**src/rtl/core/pmld_pkg.sv**
```systemverilog
// Shared constants, marker table and result type for the marker line detector.
package pmld_pkg;

    localparam int OFFSET_BITS_DEFAULT = 32;
    localparam int MARKER_LEN          = 18;
    localparam int MATCH_BITS          = 5;
    localparam int RESULT_BITS         = 32;

    localparam logic [7:0] CH_SPACE = 8'h20;
    localparam logic [7:0] CH_TAB   = 8'h09;
    localparam logic [7:0] CH_CR    = 8'h0D;
    localparam logic [7:0] CH_LF    = 8'h0A;

    // One finished result, already cut to the output width.
    typedef struct packed {
        logic                   found;
        logic [RESULT_BITS-1:0] marker_end;
        logic [RESULT_BITS-1:0] rev_start;
        logic [RESULT_BITS-1:0] rev_stop;
    } result_t;

    // Marker text "#pragma " followed by the ten-letter tool word.
    function automatic logic [7:0] marker_byte(input logic [MATCH_BITS-1:0] idx);
        logic [7:0] b;
        unique case (idx)
            5'd0:    b = 8'h23;
            5'd1:    b = 8'h70;
            5'd2:    b = 8'h72;
            5'd3:    b = 8'h61;
            5'd4:    b = 8'h67;
            5'd5:    b = 8'h6D;
            5'd6:    b = 8'h61;
            5'd7:    b = 8'h20;
            5'd8:    b = 8'h63;
            5'd9:    b = 8'h65;
            5'd10:   b = 8'h6C;
            5'd11:   b = 8'h6C;
            5'd12:   b = 8'h65;
            5'd13:   b = 8'h72;
            5'd14:   b = 8'h61;
            5'd15:   b = 8'h74;
            5'd16:   b = 8'h6F;
            5'd17:   b = 8'h72;
            default: b = 8'h00;
        endcase
        return b;
    endfunction

    function automatic logic is_blank(input logic [7:0] b);
        return (b == CH_SPACE) || (b == CH_TAB) || (b == CH_CR);
    endfunction

endpackage

```
**src/rtl/core/pmld_scan.sv**
```systemverilog
// Per-byte scan state machine: marker match, revision span tracking, result.
module pmld_scan #(
    parameter int OFFSET_BITS = pmld_pkg::OFFSET_BITS_DEFAULT
) (
    input  logic              clk,
    input  logic              rst_n,
    input  logic              step,
    input  logic [7:0]        data_byte,
    input  logic              last_byte,
    output logic              hit,
    output pmld_pkg::result_t res
);

    typedef enum logic [2:0] {
        PH_LINE_BLANK  = 3'd0,
        PH_MATCH       = 3'd1,
        PH_CHECK_AFTER = 3'd2,
        PH_REV_BLANK   = 3'd3,
        PH_REV_BODY    = 3'd4,
        PH_SKIP_LINE   = 3'd5,
        PH_DONE        = 3'd6
    } phase_t;

    localparam logic [OFFSET_BITS-1:0] POS_MAX = '1;

    phase_t                              phase_reg, phase_next;
    logic [pmld_pkg::MATCH_BITS-1:0]     match_reg, match_next;
    logic [OFFSET_BITS-1:0]              pos_reg, pos_next;
    logic [OFFSET_BITS-1:0]              me_reg, me_next;
    logic [OFFSET_BITS-1:0]              rb_reg, rb_next;
    logic [OFFSET_BITS-1:0]              te_reg, te_next;

    logic [OFFSET_BITS-1:0] nxt;
    logic [OFFSET_BITS-1:0] r_me, r_rb, r_re;
    logic                   blank, nl, r_found;

    assign nxt   = (pos_reg == POS_MAX) ? pos_reg : pos_reg + 1'b1;
    assign blank = pmld_pkg::is_blank(data_byte);
    assign nl    = (data_byte == pmld_pkg::CH_LF);

    always_comb
    begin
        phase_next = phase_reg;
        match_next = match_reg;
        pos_next   = pos_reg;
        me_next    = me_reg;
        rb_next    = rb_reg;
        te_next    = te_reg;
        hit        = 1'b0;
        r_found    = 1'b0;
        r_me       = '0;
        r_rb       = '0;
        r_re       = '0;

        unique case (phase_reg)
            PH_MATCH:
            begin
                if ((match_reg < pmld_pkg::MATCH_BITS'(pmld_pkg::MARKER_LEN)) &&
                    (data_byte == pmld_pkg::marker_byte(match_reg)))
                begin
                    match_next = match_reg + 1'b1;
                    if (match_next >= pmld_pkg::MATCH_BITS'(pmld_pkg::MARKER_LEN))
                    begin
                        me_next    = nxt;
                        phase_next = PH_CHECK_AFTER;
                    end
                end
                else
                begin
                    phase_next = nl ? PH_LINE_BLANK : PH_SKIP_LINE;
                end
            end
            PH_CHECK_AFTER:
            begin
                if (blank)
                    phase_next = PH_REV_BLANK;
                else if (nl)
                begin
                    hit        = 1'b1;
                    r_found    = 1'b1;
                    r_me       = me_reg;
                    r_rb       = pos_reg;
                    r_re       = pos_reg;
                    phase_next = PH_DONE;
                end
                else
                    phase_next = PH_SKIP_LINE;
            end
            PH_REV_BLANK:
            begin
                if (nl)
                begin
                    hit        = 1'b1;
                    r_found    = 1'b1;
                    r_me       = me_reg;
                    r_rb       = pos_reg;
                    r_re       = pos_reg;
                    phase_next = PH_DONE;
                end
                else if (!blank)
                begin
                    rb_next    = pos_reg;
                    te_next    = nxt;
                    phase_next = PH_REV_BODY;
                end
            end
            PH_REV_BODY:
            begin
                if (nl)
                begin
                    hit        = 1'b1;
                    r_found    = 1'b1;
                    r_me       = me_reg;
                    r_rb       = rb_reg;
                    r_re       = te_reg;
                    phase_next = PH_DONE;
                end
                else if (!blank)
                    te_next = nxt;
            end
            PH_SKIP_LINE:
            begin
                if (nl)
                    phase_next = PH_LINE_BLANK;
            end
            PH_DONE:
            begin
            end
            default:
            begin
                // line start, and unused codes
                if (blank || nl)
                    phase_next = PH_LINE_BLANK;
                else if (data_byte == pmld_pkg::marker_byte('0))
                begin
                    match_next = pmld_pkg::MATCH_BITS'(1);
                    phase_next = PH_MATCH;
                end
                else
                    phase_next = PH_SKIP_LINE;
            end
        endcase

        if (last_byte)
        begin
            // end of file: flush a pending line or report not found, then re-arm
            if (!hit && (phase_next != PH_DONE))
            begin
                hit = 1'b1;
                unique case (phase_next)
                    PH_CHECK_AFTER:
                    begin
                        r_found = 1'b1;
                        r_me    = me_next;
                        r_rb    = me_next;
                        r_re    = me_next;
                    end
                    PH_REV_BLANK:
                    begin
                        r_found = 1'b1;
                        r_me    = me_next;
                        r_rb    = nxt;
                        r_re    = nxt;
                    end
                    PH_REV_BODY:
                    begin
                        r_found = 1'b1;
                        r_me    = me_next;
                        r_rb    = rb_next;
                        r_re    = te_next;
                    end
                    default:
                    begin
                        r_found = 1'b0;
                    end
                endcase
            end
            phase_next = PH_LINE_BLANK;
            match_next = '0;
            pos_next   = '0;
        end
        else
        begin
            pos_next = nxt;
        end
    end

    assign res.found      = r_found;
    assign res.marker_end = pmld_pkg::RESULT_BITS'(r_me);
    assign res.rev_start  = pmld_pkg::RESULT_BITS'(r_rb);
    assign res.rev_stop   = pmld_pkg::RESULT_BITS'(r_re);

    always_ff @(posedge clk or negedge rst_n)
    begin
        if (!rst_n)
        begin
            phase_reg <= PH_LINE_BLANK;
            match_reg <= '0;
            pos_reg   <= '0;
            me_reg    <= '0;
            rb_reg    <= '0;
            te_reg    <= '0;
        end
        else if (step)
        begin
            phase_reg <= phase_next;
            match_reg <= match_next;
            pos_reg   <= pos_next;
            me_reg    <= me_next;
            rb_reg    <= rb_next;
            te_reg    <= te_next;
        end
    end

endmodule

```
**src/rtl/core/pragma_marker_line_detector_top.sv**
```systemverilog
// Top level of the marker line detector: input register, scanner, result register.
//
// Usage: a file is streamed in as items of one byte (data_byte) with last_byte
// set on its final byte, over a valid/ready channel (in_valid, in_ready).
// For each file exactly one result item leaves on the out_valid/out_ready
// channel: found, marker_end, rev_start, rev_stop. It appears after
// the newline that closes the first marker line, or after the final byte when
// the file ends inside that line or holds no marker line. Bytes that follow a
// delivered result are consumed without effect until the final byte, which
// re-arms the scanner for the next file.
// An accepted byte lands in the input register and is scanned from there once
// the result register can take its outcome; a result it completes is loaded
// into the result register, which drives out_valid.
// Throughput is one byte per cycle as long as no result waits or the receiver
// takes the waiting one.
// Stall: while a result waits with out_ready low the scanner stops, the next
// byte stays in the input register and in_ready is low once that register is
// full. Reset (rst_n low) empties both registers and returns the scanner
// to the start of a line at offset zero.
module pragma_marker_line_detector_top #(
    parameter int OFFSET_BITS = pmld_pkg::OFFSET_BITS_DEFAULT
) (
    input  logic        clk,
    input  logic        rst_n,
    input  logic        in_valid,
    output logic        in_ready,
    input  logic [7:0]  data_byte,
    input  logic        last_byte,
    output logic        out_valid,
    input  logic        out_ready,
    output logic        found,
    output logic [31:0] marker_end,
    output logic [31:0] rev_start,
    output logic [31:0] rev_stop
);

    // input register
    logic              in_valid_reg;
    logic [7:0]        byte_reg;
    logic              last_reg;

    // result register
    logic              out_valid_reg;
    pmld_pkg::result_t res_reg;

    logic              step;
    logic              hit;
    pmld_pkg::result_t res;

    // Scan the held byte when the result register can take whatever it yields.
    assign step     = in_valid_reg && (!out_valid_reg || out_ready);
    assign in_ready = !in_valid_reg || step;

    pmld_scan #(
        .OFFSET_BITS (OFFSET_BITS)
    ) u_scan (
        .clk       (clk),
        .rst_n     (rst_n),
        .step      (step),
        .data_byte (byte_reg),
        .last_byte (last_reg),
        .hit       (hit),
        .res       (res)
    );

    always_ff @(posedge clk or negedge rst_n)
    begin
        if (!rst_n)
        begin
            in_valid_reg  <= 1'b0;
            out_valid_reg <= 1'b0;
        end
        else
        begin
            if (in_ready)
                in_valid_reg <= in_valid;
            if (step && hit)
                out_valid_reg <= 1'b1;
            else if (out_ready)
                out_valid_reg <= 1'b0;
        end
    end

    always_ff @(posedge clk)
    begin
        if (in_ready && in_valid)
        begin
            byte_reg <= data_byte;
            last_reg <= last_byte;
        end
        if (step && hit)
            res_reg <= res;
    end

    assign out_valid  = out_valid_reg;
    assign found      = res_reg.found;
    assign marker_end = res_reg.marker_end;
    assign rev_start  = res_reg.rev_start;
    assign rev_stop   = res_reg.rev_stop;

endmodule
```
**config.mk**
```make
export PLATFORM = sky130hd
export DESIGN_NAME = pragma_marker_line_detector_top
export DESIGN_NICKNAME = d
export VERILOG_FILES = /design/src/rtl/core/pmld_pkg.sv /design/src/rtl/core/pmld_scan.sv /design/src/rtl/core/pragma_marker_line_detector_top.sv
export SDC_FILE = /design/constraint.sdc
export NUM_CORES = 1
export LEC_CHECK = 0
export BUFFER_PORTS_ARGS = -buffer_cell sky130_fd_sc_hd__clkbuf_2
export CAP_MARGIN = 5
export CORE_UTILIZATION = 36
export CTS_CLUSTER_DIAMETER = 80
export DETAILED_ROUTE_END_ITERATION = 8
export GPL_ROUTABILITY_DRIVEN = 0
export MAX_ROUTING_LAYER = met4
export PLACE_DENSITY = 0.56
export SLEW_MARGIN = 40
export SYNTH_ARGS = -nofsm -noshare
export SYNTH_HDL_FRONTEND = slang
export SYNTH_SLANG_ARGS = --single-unit
```
**constraint.sdc**
```tcl
create_clock -name clk -period 5 [get_ports clk]
set_input_delay 0.5 -clock clk [delete_from_list [all_inputs] [get_ports clk]]
set_output_delay 0.5 -clock clk [all_outputs]
set_load 0.005 [all_outputs]
```
Word-level counts from Yosys, hierarchy flattened. Memories as Yosys holds them, arrays and structs flattened. Cells that the tools add are included.

Bits in read-only memories: 224. Register bits: 244. Memories kept: 1. Logic and storage cells: 116. Input bits: 13. Output and inout bits: 99.

Mux-type cells: 58. Eq/ne operators: 20. Reductions and logical operators: 19. $lt $le $gt $ge: 2. Add/sub/neg operators: 2.

Memory list: (name not given) (words 32, bits a word 7, read ports 1, clocked after Yosys merged registers in 0, write ports 0, line pmld_pkg.sv:25) `unique case (idx)`.

Operators with widths (count): $mux 32 (24); $pmux 32 s3 (4); $pmux 32 s2 (1); $mux 3 (11); $add 32x1->32 const B (1); $eq 32x32->1 const B (1); $eq 8x4->1 const B (3); $mux 5 (4); $pmux 3 s6 (1); $eq 8x6->1 const B (2); $eq 3x2->1 const B (4); $eq 3x3->1 const B (4); $pmux 5 s2 (1); $mux 1 (9); $eq 8x8->1 (1); $mux 8 (1); $ne 3x3->1 const B (2); $add 5x1->5 const B (1); $ge 5x5->1 const B (1); $logic_and 1x1->1 (5); $logic_or 1x1->1 (5); $lt 5x5->1 const B (1); $reduce_and 5->1 (1); $reduce_or 5->1 (1); 10 further kinds (12).

Longest topological paths before layout.
Depth in word-level cells: 12. Depth in mapped cells: 13. Mapped depth without buffers: 11.

Cells and area by module. Synthesis repeated with hierarchy kept, for this count alone.

Cell total of the unflattened synthesis: 1111. Area, all modules: 11945.2 um^2.

Modules (own cells, without submodules): pmld_scan (area an instance 8653.3 um^2, cells each 995, times used 1, sequential area each 3403.3 um^2); pragma_marker_line_detector_top (area an instance 3291.9 um^2, cells each 116, times used 1, sequential area each 3233.1 um^2).

Worst setup path before layout. No wires, ideal clock.

Path kind: flip-flop to flip-flop. From: register u_scan.match_reg[0] (netlist bit). To: register res_reg, in the netlist found (enable). Library setup time: 467 ps. Period minus slack after synthesis: 5274 ps. Arrival time: 4807 ps. Data required time: 4533 ps. Path buffers: 1. Stages on the path, launching flop included: 13. Setup slack: -274 ps. Cells stage by stage: dfrtp_1 -> clkbuf_1 -> inv_1 -> ha_1 -> nor4b_1 -> a311oi_1 -> xor2_1 -> o211ai_1 -> o311a_1 -> inv_1 -> o41ai_1 -> o21ai_1 -> and2_1.

Cells in the longest elaborated chain, start to end: 11. Elaborated cells on any way between the ends: 15. Classes of those cells: 1 x add/sub; 2 x order compare; 2 x eq/ne; 6 x mux; 3 x reduce/logical; 1 x memory.

Ends and longest elaborated chain: start: declaration (line pmld_scan.sv:27) `logic [pmld_pkg::MATCH_BITS-1:0] match_reg, match_next;`; start signal: assignment (line pmld_scan.sv:207) `match_reg <= match_next;`; $mem_v2 32x7; $mux 8 (line pmld_scan.sv:55) `unique case (phase_reg)`; $eq 8x8->1 (line pmld_scan.sv:59) `(data_byte == pmld_pkg::marker_byte(match_reg)))`; $logic_and 1x1->1 (line pmld_scan.sv:58) `if ((match_reg < pmld_pkg::MATCH_BITS'(pmld_pkg::MARKER_LEN)) &&`; $mux 3 * (line pmld_scan.sv:58); $pmux 3 s6 * (line pmld_scan.sv:55); $ne 3x3->1 * (line pmld_scan.sv:147) `if (!hit && (phase_next != PH_DONE))`; $logic_and 1x1->1 * (line pmld_scan.sv:147); $mux 1 * (line pmld_scan.sv:147); $mux 1 * (line pmld_scan.sv:144) `if (last_byte)`; $logic_and 1x1->1 * (line pragma_marker_line_detector_top.sv:91) `if (step && hit)`; end signal: assignment (line pragma_marker_line_detector_top.sv:92) `res_reg <= res;`; end: declaration (line pragma_marker_line_detector_top.sv:44) `pmld_pkg::result_t res_reg;`.

Mark *: on every way between the ends. The rest lies on a longest branch, timed or not. The select of a mux whose other input is x is not followed. A chain may end at the register's enable or synchronous reset.

Worst setup path after layout.
From: register u_scan.match_reg[1] (netlist bit). To: register res_reg, in the netlist marker_end[14] (enable).

The elaborated chain is that of the path after synthesis.

==> impl_metrics.env <==
export IMPL_kind_of_path_behind_the_tightest_hold_check="in -> reg"
export IMPL_worst_pin_slew_ns=0.8500
export IMPL_total_nets_after_synthesis=1093
export IMPL_drt_iter0_drc=747
export IMPL_starting_utilization_of_the_core_area_pct=36.75
export IMPL_cap_viol_max_count=0
export IMPL_synth_cell_area_um2=11660
export IMPL_route_detailed_vias_per_inst=5.467
export IMPL_layout_worst_path_cycle_share_pct=82.74
export IMPL_top_level_ports=112
export IMPL_setup_viol=0
export IMPL_synth_largest_area_cell="sky130_fd_sc_hd__dfrtp_1"
export IMPL_tritoncts_sink_count=244
export IMPL_critPathLaunchType="flop"
export IMPL_worst_ep_arrival_time_ns=4.41
export IMPL_critical_path_peak_fanout=55
export IMPL_rsz0062_at_grt="no"
export IMPL_synth_top_area_share_pct=29.63
export IMPL_number_of_rows_created_at_floorplan=65
export IMPL_endpoint_kind="flop"
export IMPL_routed_wire_length_per_instance_um=19.37
export IMPL_tritoncts_clock_tree="yes"
export IMPL_maxSlewHeadroom_pct=42.81
export IMPL_clock_skew_ns=0.02531
export IMPL_post_cts_resize_count=0
export IMPL_ys_seq_area_share_pct=56.93
export IMPL_n_antenna_cell=0
export IMPL_die_x_um=181.9
export IMPL_postRouteAntennaNets=0
export IMPL_clock_tree_root_driver_cell="sky130_fd_sc_hd__clkbuf_16"
export IMPL_grt_pass1_vias=8133
export IMPL_synth_yosys_warnings=0
export IMPL_synth_edf_count=106
export IMPL_io_buffers=111
export IMPL_power_density_nw_per_um2=344.5
export IMPL_number_of_antenna_violations_at_the_first_check_in_global_routing=0
export IMPL_vias=8605
export IMPL_clock_insertion_delay_worst_skew_ns=0.56
export IMPL_synthesized_instance_count=1074
export IMPL_dp_hpwl_mm=19.79
export IMPL_max_clock_freq_mhz=241.7
export IMPL_overflow=0
export IMPL_ratio_of_cells_with_drive_above_1_in_the_final_layout_pct=20.22
export IMPL_worst_hold_margin_ns=0.1371
export IMPL_cellLeakagePower_nw=5.296
export IMPL_drv_slew=0
export IMPL_area_growth_pct=15.47
export IMPL_ys_top_cells_by_area="sky130_fd_sc_hd__dfrtp_1 (30%), sky130_fd_sc_hd__edfxtp_1 (27%), sky130_fd_sc_hd__nand2_1 (5.9%)"
export IMPL_synth_area_per_cell_um2=10.85
export IMPL_yosys_most_used_dff="sky130_fd_sc_hd__dfrtp_1"
export IMPL_first_pass_iters=5
export IMPL_number_of_buffers_created_by_cts=28
export IMPL_grt_first_pass_wirelength_mm=47.99
export IMPL_number_of_distinct_library_cells_after_synthesis=76
export IMPL_layout_min_cycle_time_ns=4.137
export IMPL_die_area_um2=33100
export IMPL_tns_ns=0
export IMPL_clock_path_buffers=3
export IMPL_outcome="finished clean"
export IMPL_h_tree_depth=1
export IMPL_path_class="reg -> reg"
export IMPL_design_core_area_um2=31720
export IMPL_grt_start_max_net_pins=65
export IMPL_worst_ep_required_time_ns=5.28
export IMPL_cts_post_setup_buffers_inserted=0
export IMPL_die_height_um=181.9
export IMPL_postSynthRegisterBits=244
export IMPL_clk_pin_slew_worst_paths_ns=0.06
export IMPL_post_route_wl_mm=30.49
export IMPL_timing_final_hold_violations=0
export IMPL_final_net_count=1169
export IMPL_ir_worst_vdd_mv=0.2965
export IMPL_residual_drc=0
export IMPL_async_flop_share_pct=56.56
export IMPL_groute_usage_overall_pct=19.17
-- metrics by stage --
stage | power [mW] | area [um^2] | util (%) | cells | worst slack (ns)
final | 4.636 | 13460 | 42.43 | 1574 | 0.8629
after global routing | 4.818 | 13460 | 42.43 | 1574 | 0.4669
after CTS | 4.684 | 13460 | 42.43 | 1574 | 0.8868
after detailed placement | 2.671 | 12540 | 39.54 | 1521 | 0.8909
after global placement | 2.658 | 12490 | 39.37 | 1517 | 0.9887
after floorplan | 2.495 | 11660 | - | 1074 | 0.8045
-- cell type report --
type	count	area, um^2
clock buffer	35	748.2
clock inverter	17	158.9
fill	3011	18260
inverter	11	41.29
multi-input combinational	734	4613
sequential	244	6636
tap	402	503.0
timing repair buffer	131	758.2
-- report_power, final --
part	total (mW)	internal [mW]	switching (mW)	leakage, nW
Sequential	2.22	2.16	0.0556	2.98
Combinational	0.410	0.122	0.288	1.89
Clock	2.01	1.17	0.838	0.431
-- cell usage after synthesis, types with 19 or more instances --
cell type / instances
sky130_fd_sc_hd__buf_2: 26
sky130_fd_sc_hd__o211ai_1: 22
sky130_fd_sc_hd__nor2_1: 58
sky130_fd_sc_hd__o21ai_0: 129
sky130_fd_sc_hd__xor2_1: 20
sky130_fd_sc_hd__clkbuf_1: 51
sky130_fd_sc_hd__nand2_1: 184
sky130_fd_sc_hd__edfxtp_1: 106
sky130_fd_sc_hd__nand3_1: 19
sky130_fd_sc_hd__nor3_1: 21
sky130_fd_sc_hd__a221o_1: 24
sky130_fd_sc_hd__o2bb2ai_1: 32
sky130_fd_sc_hd__mux2_2: 35
sky130_fd_sc_hd__dfrtp_1: 138
-- path summary, 6_finish.rpt --
| path | endpoint | startpoint | cells past startpoint | slack (ns) |
|---|---|---|---|---|
| min | byte_reg[2]$_DFFE_PP_ | data_byte[2] | 1 | 0.14 |
| max reg2reg | marker_end[14]$_DFFE_PP_ | u_scan.match_reg[1]$_DFFE_PN0P_ | 12 | 0.86 |
| min reg2reg | u_scan.me_reg[4]$_DFFE_PN0P_ | u_scan.me_reg[4]$_DFFE_PN0P_ | 2 | 0.48 |
| max | marker_end[14]$_DFFE_PP_ | u_scan.match_reg[1]$_DFFE_PN0P_ | 12 | 0.86 |
| min in group asynchronous | u_scan.me_reg[18]$_DFFE_PN0P_ | rst_n | 2 | 0.43 |
| max in group asynchronous | u_scan.match_reg[1]$_DFFE_PN0P_ | rst_n | 3 | 3.50 |
-- critical path, cell delays in order, from the launching register on --
cell and delay [ns]:
sky130_fd_sc_hd__dfrtp_1 0.53, sky130_fd_sc_hd__inv_1 0.14, sky130_fd_sc_hd__ha_1 0.38, sky130_fd_sc_hd__nor4b_1 0.17
sky130_fd_sc_hd__a311oi_1 0.35, sky130_fd_sc_hd__xor2_1 0.18, sky130_fd_sc_hd__o211ai_1 0.24, sky130_fd_sc_hd__nor3_1 0.55
sky130_fd_sc_hd__nor2_1 0.13, sky130_fd_sc_hd__o41ai_1 0.35, sky130_fd_sc_hd__o21ai_1 0.14, sky130_fd_sc_hd__and2_4 0.35
sky130_fd_sc_hd__buf_12 0.30
-- cells by family (layout without fill, tap and decap cells) --
logic type                 Yosys count  after routing  share of synthesized area, %
and+or+nand+nor                    355            355                         14.12
AOI/OAI and AO/OA                  298            298                         17.96
DFF                                244            244                         56.93
buffers and inverters               96            194                         3.768
muxes                               41             41                         3.897
xor gates and xnor gates            34             34                         2.684
adders and majority gates            6              6                        0.6440
-- routing by layer --
metal / vias to the layer above / wire [um] / track usage, % / share of wire (%)
met5: - / 0 / - / 0
met4: 0 / 692 / 4.941 / 2.3
met3: 44 / 1350 / 2.327 / 4.4
met2: 241 / 13880 / 29.23 / 46
met1: 4227 / 14570 / 27.09 / 48
li1: 4093 / - / - / -
-- timing repair --
item                                    CTS  global route
hold buffers                              1             0
hold endpoints to repair                 43             0
endpoints found under the setup margin    0             0
-- cells in the final DEF, fill, tap and decap left out, types with 4 or more instances in the layout --
| master | n |
|---|---|
| sky130_fd_sc_hd__a21o_1 | 4 |
| sky130_fd_sc_hd__a21oi_1 | 13 |
| sky130_fd_sc_hd__a221o_1 | 24 |
| sky130_fd_sc_hd__a22oi_1 | 7 |
| sky130_fd_sc_hd__and2_1 | 9 |
| sky130_fd_sc_hd__and3_1 | 5 |
| sky130_fd_sc_hd__and4_1 | 8 |
| sky130_fd_sc_hd__buf_4 | 14 |
| sky130_fd_sc_hd__clkbuf_1 | 6 |
| sky130_fd_sc_hd__clkbuf_16 | 29 |
| sky130_fd_sc_hd__clkbuf_2 | 110 |
| sky130_fd_sc_hd__clkinv_1 | 4 |
| sky130_fd_sc_hd__clkinv_2 | 4 |
| sky130_fd_sc_hd__clkinvlp_4 | 4 |
| sky130_fd_sc_hd__dfrtp_1 | 138 |
| sky130_fd_sc_hd__edfxtp_1 | 106 |
| sky130_fd_sc_hd__ha_1 | 6 |
| sky130_fd_sc_hd__inv_1 | 11 |
| sky130_fd_sc_hd__mux2_2 | 35 |
| sky130_fd_sc_hd__mux2i_1 | 6 |
| sky130_fd_sc_hd__nand2_1 | 182 |
| sky130_fd_sc_hd__nand2b_1 | 11 |
| sky130_fd_sc_hd__nand3_1 | 19 |
| sky130_fd_sc_hd__nand4_1 | 10 |
| sky130_fd_sc_hd__nor2_1 | 58 |
| sky130_fd_sc_hd__nor2b_1 | 7 |
| sky130_fd_sc_hd__nor3_1 | 20 |
| sky130_fd_sc_hd__o211ai_1 | 22 |
| sky130_fd_sc_hd__o21ai_0 | 129 |
| sky130_fd_sc_hd__o22ai_1 | 4 |
| sky130_fd_sc_hd__o2bb2ai_1 | 32 |
| sky130_fd_sc_hd__o311ai_1 | 8 |
| sky130_fd_sc_hd__o31ai_1 | 12 |
| sky130_fd_sc_hd__xnor2_1 | 12 |
| sky130_fd_sc_hd__xor2_1 | 20 |
No activity file was read; power rests on OpenSTA's default activity.
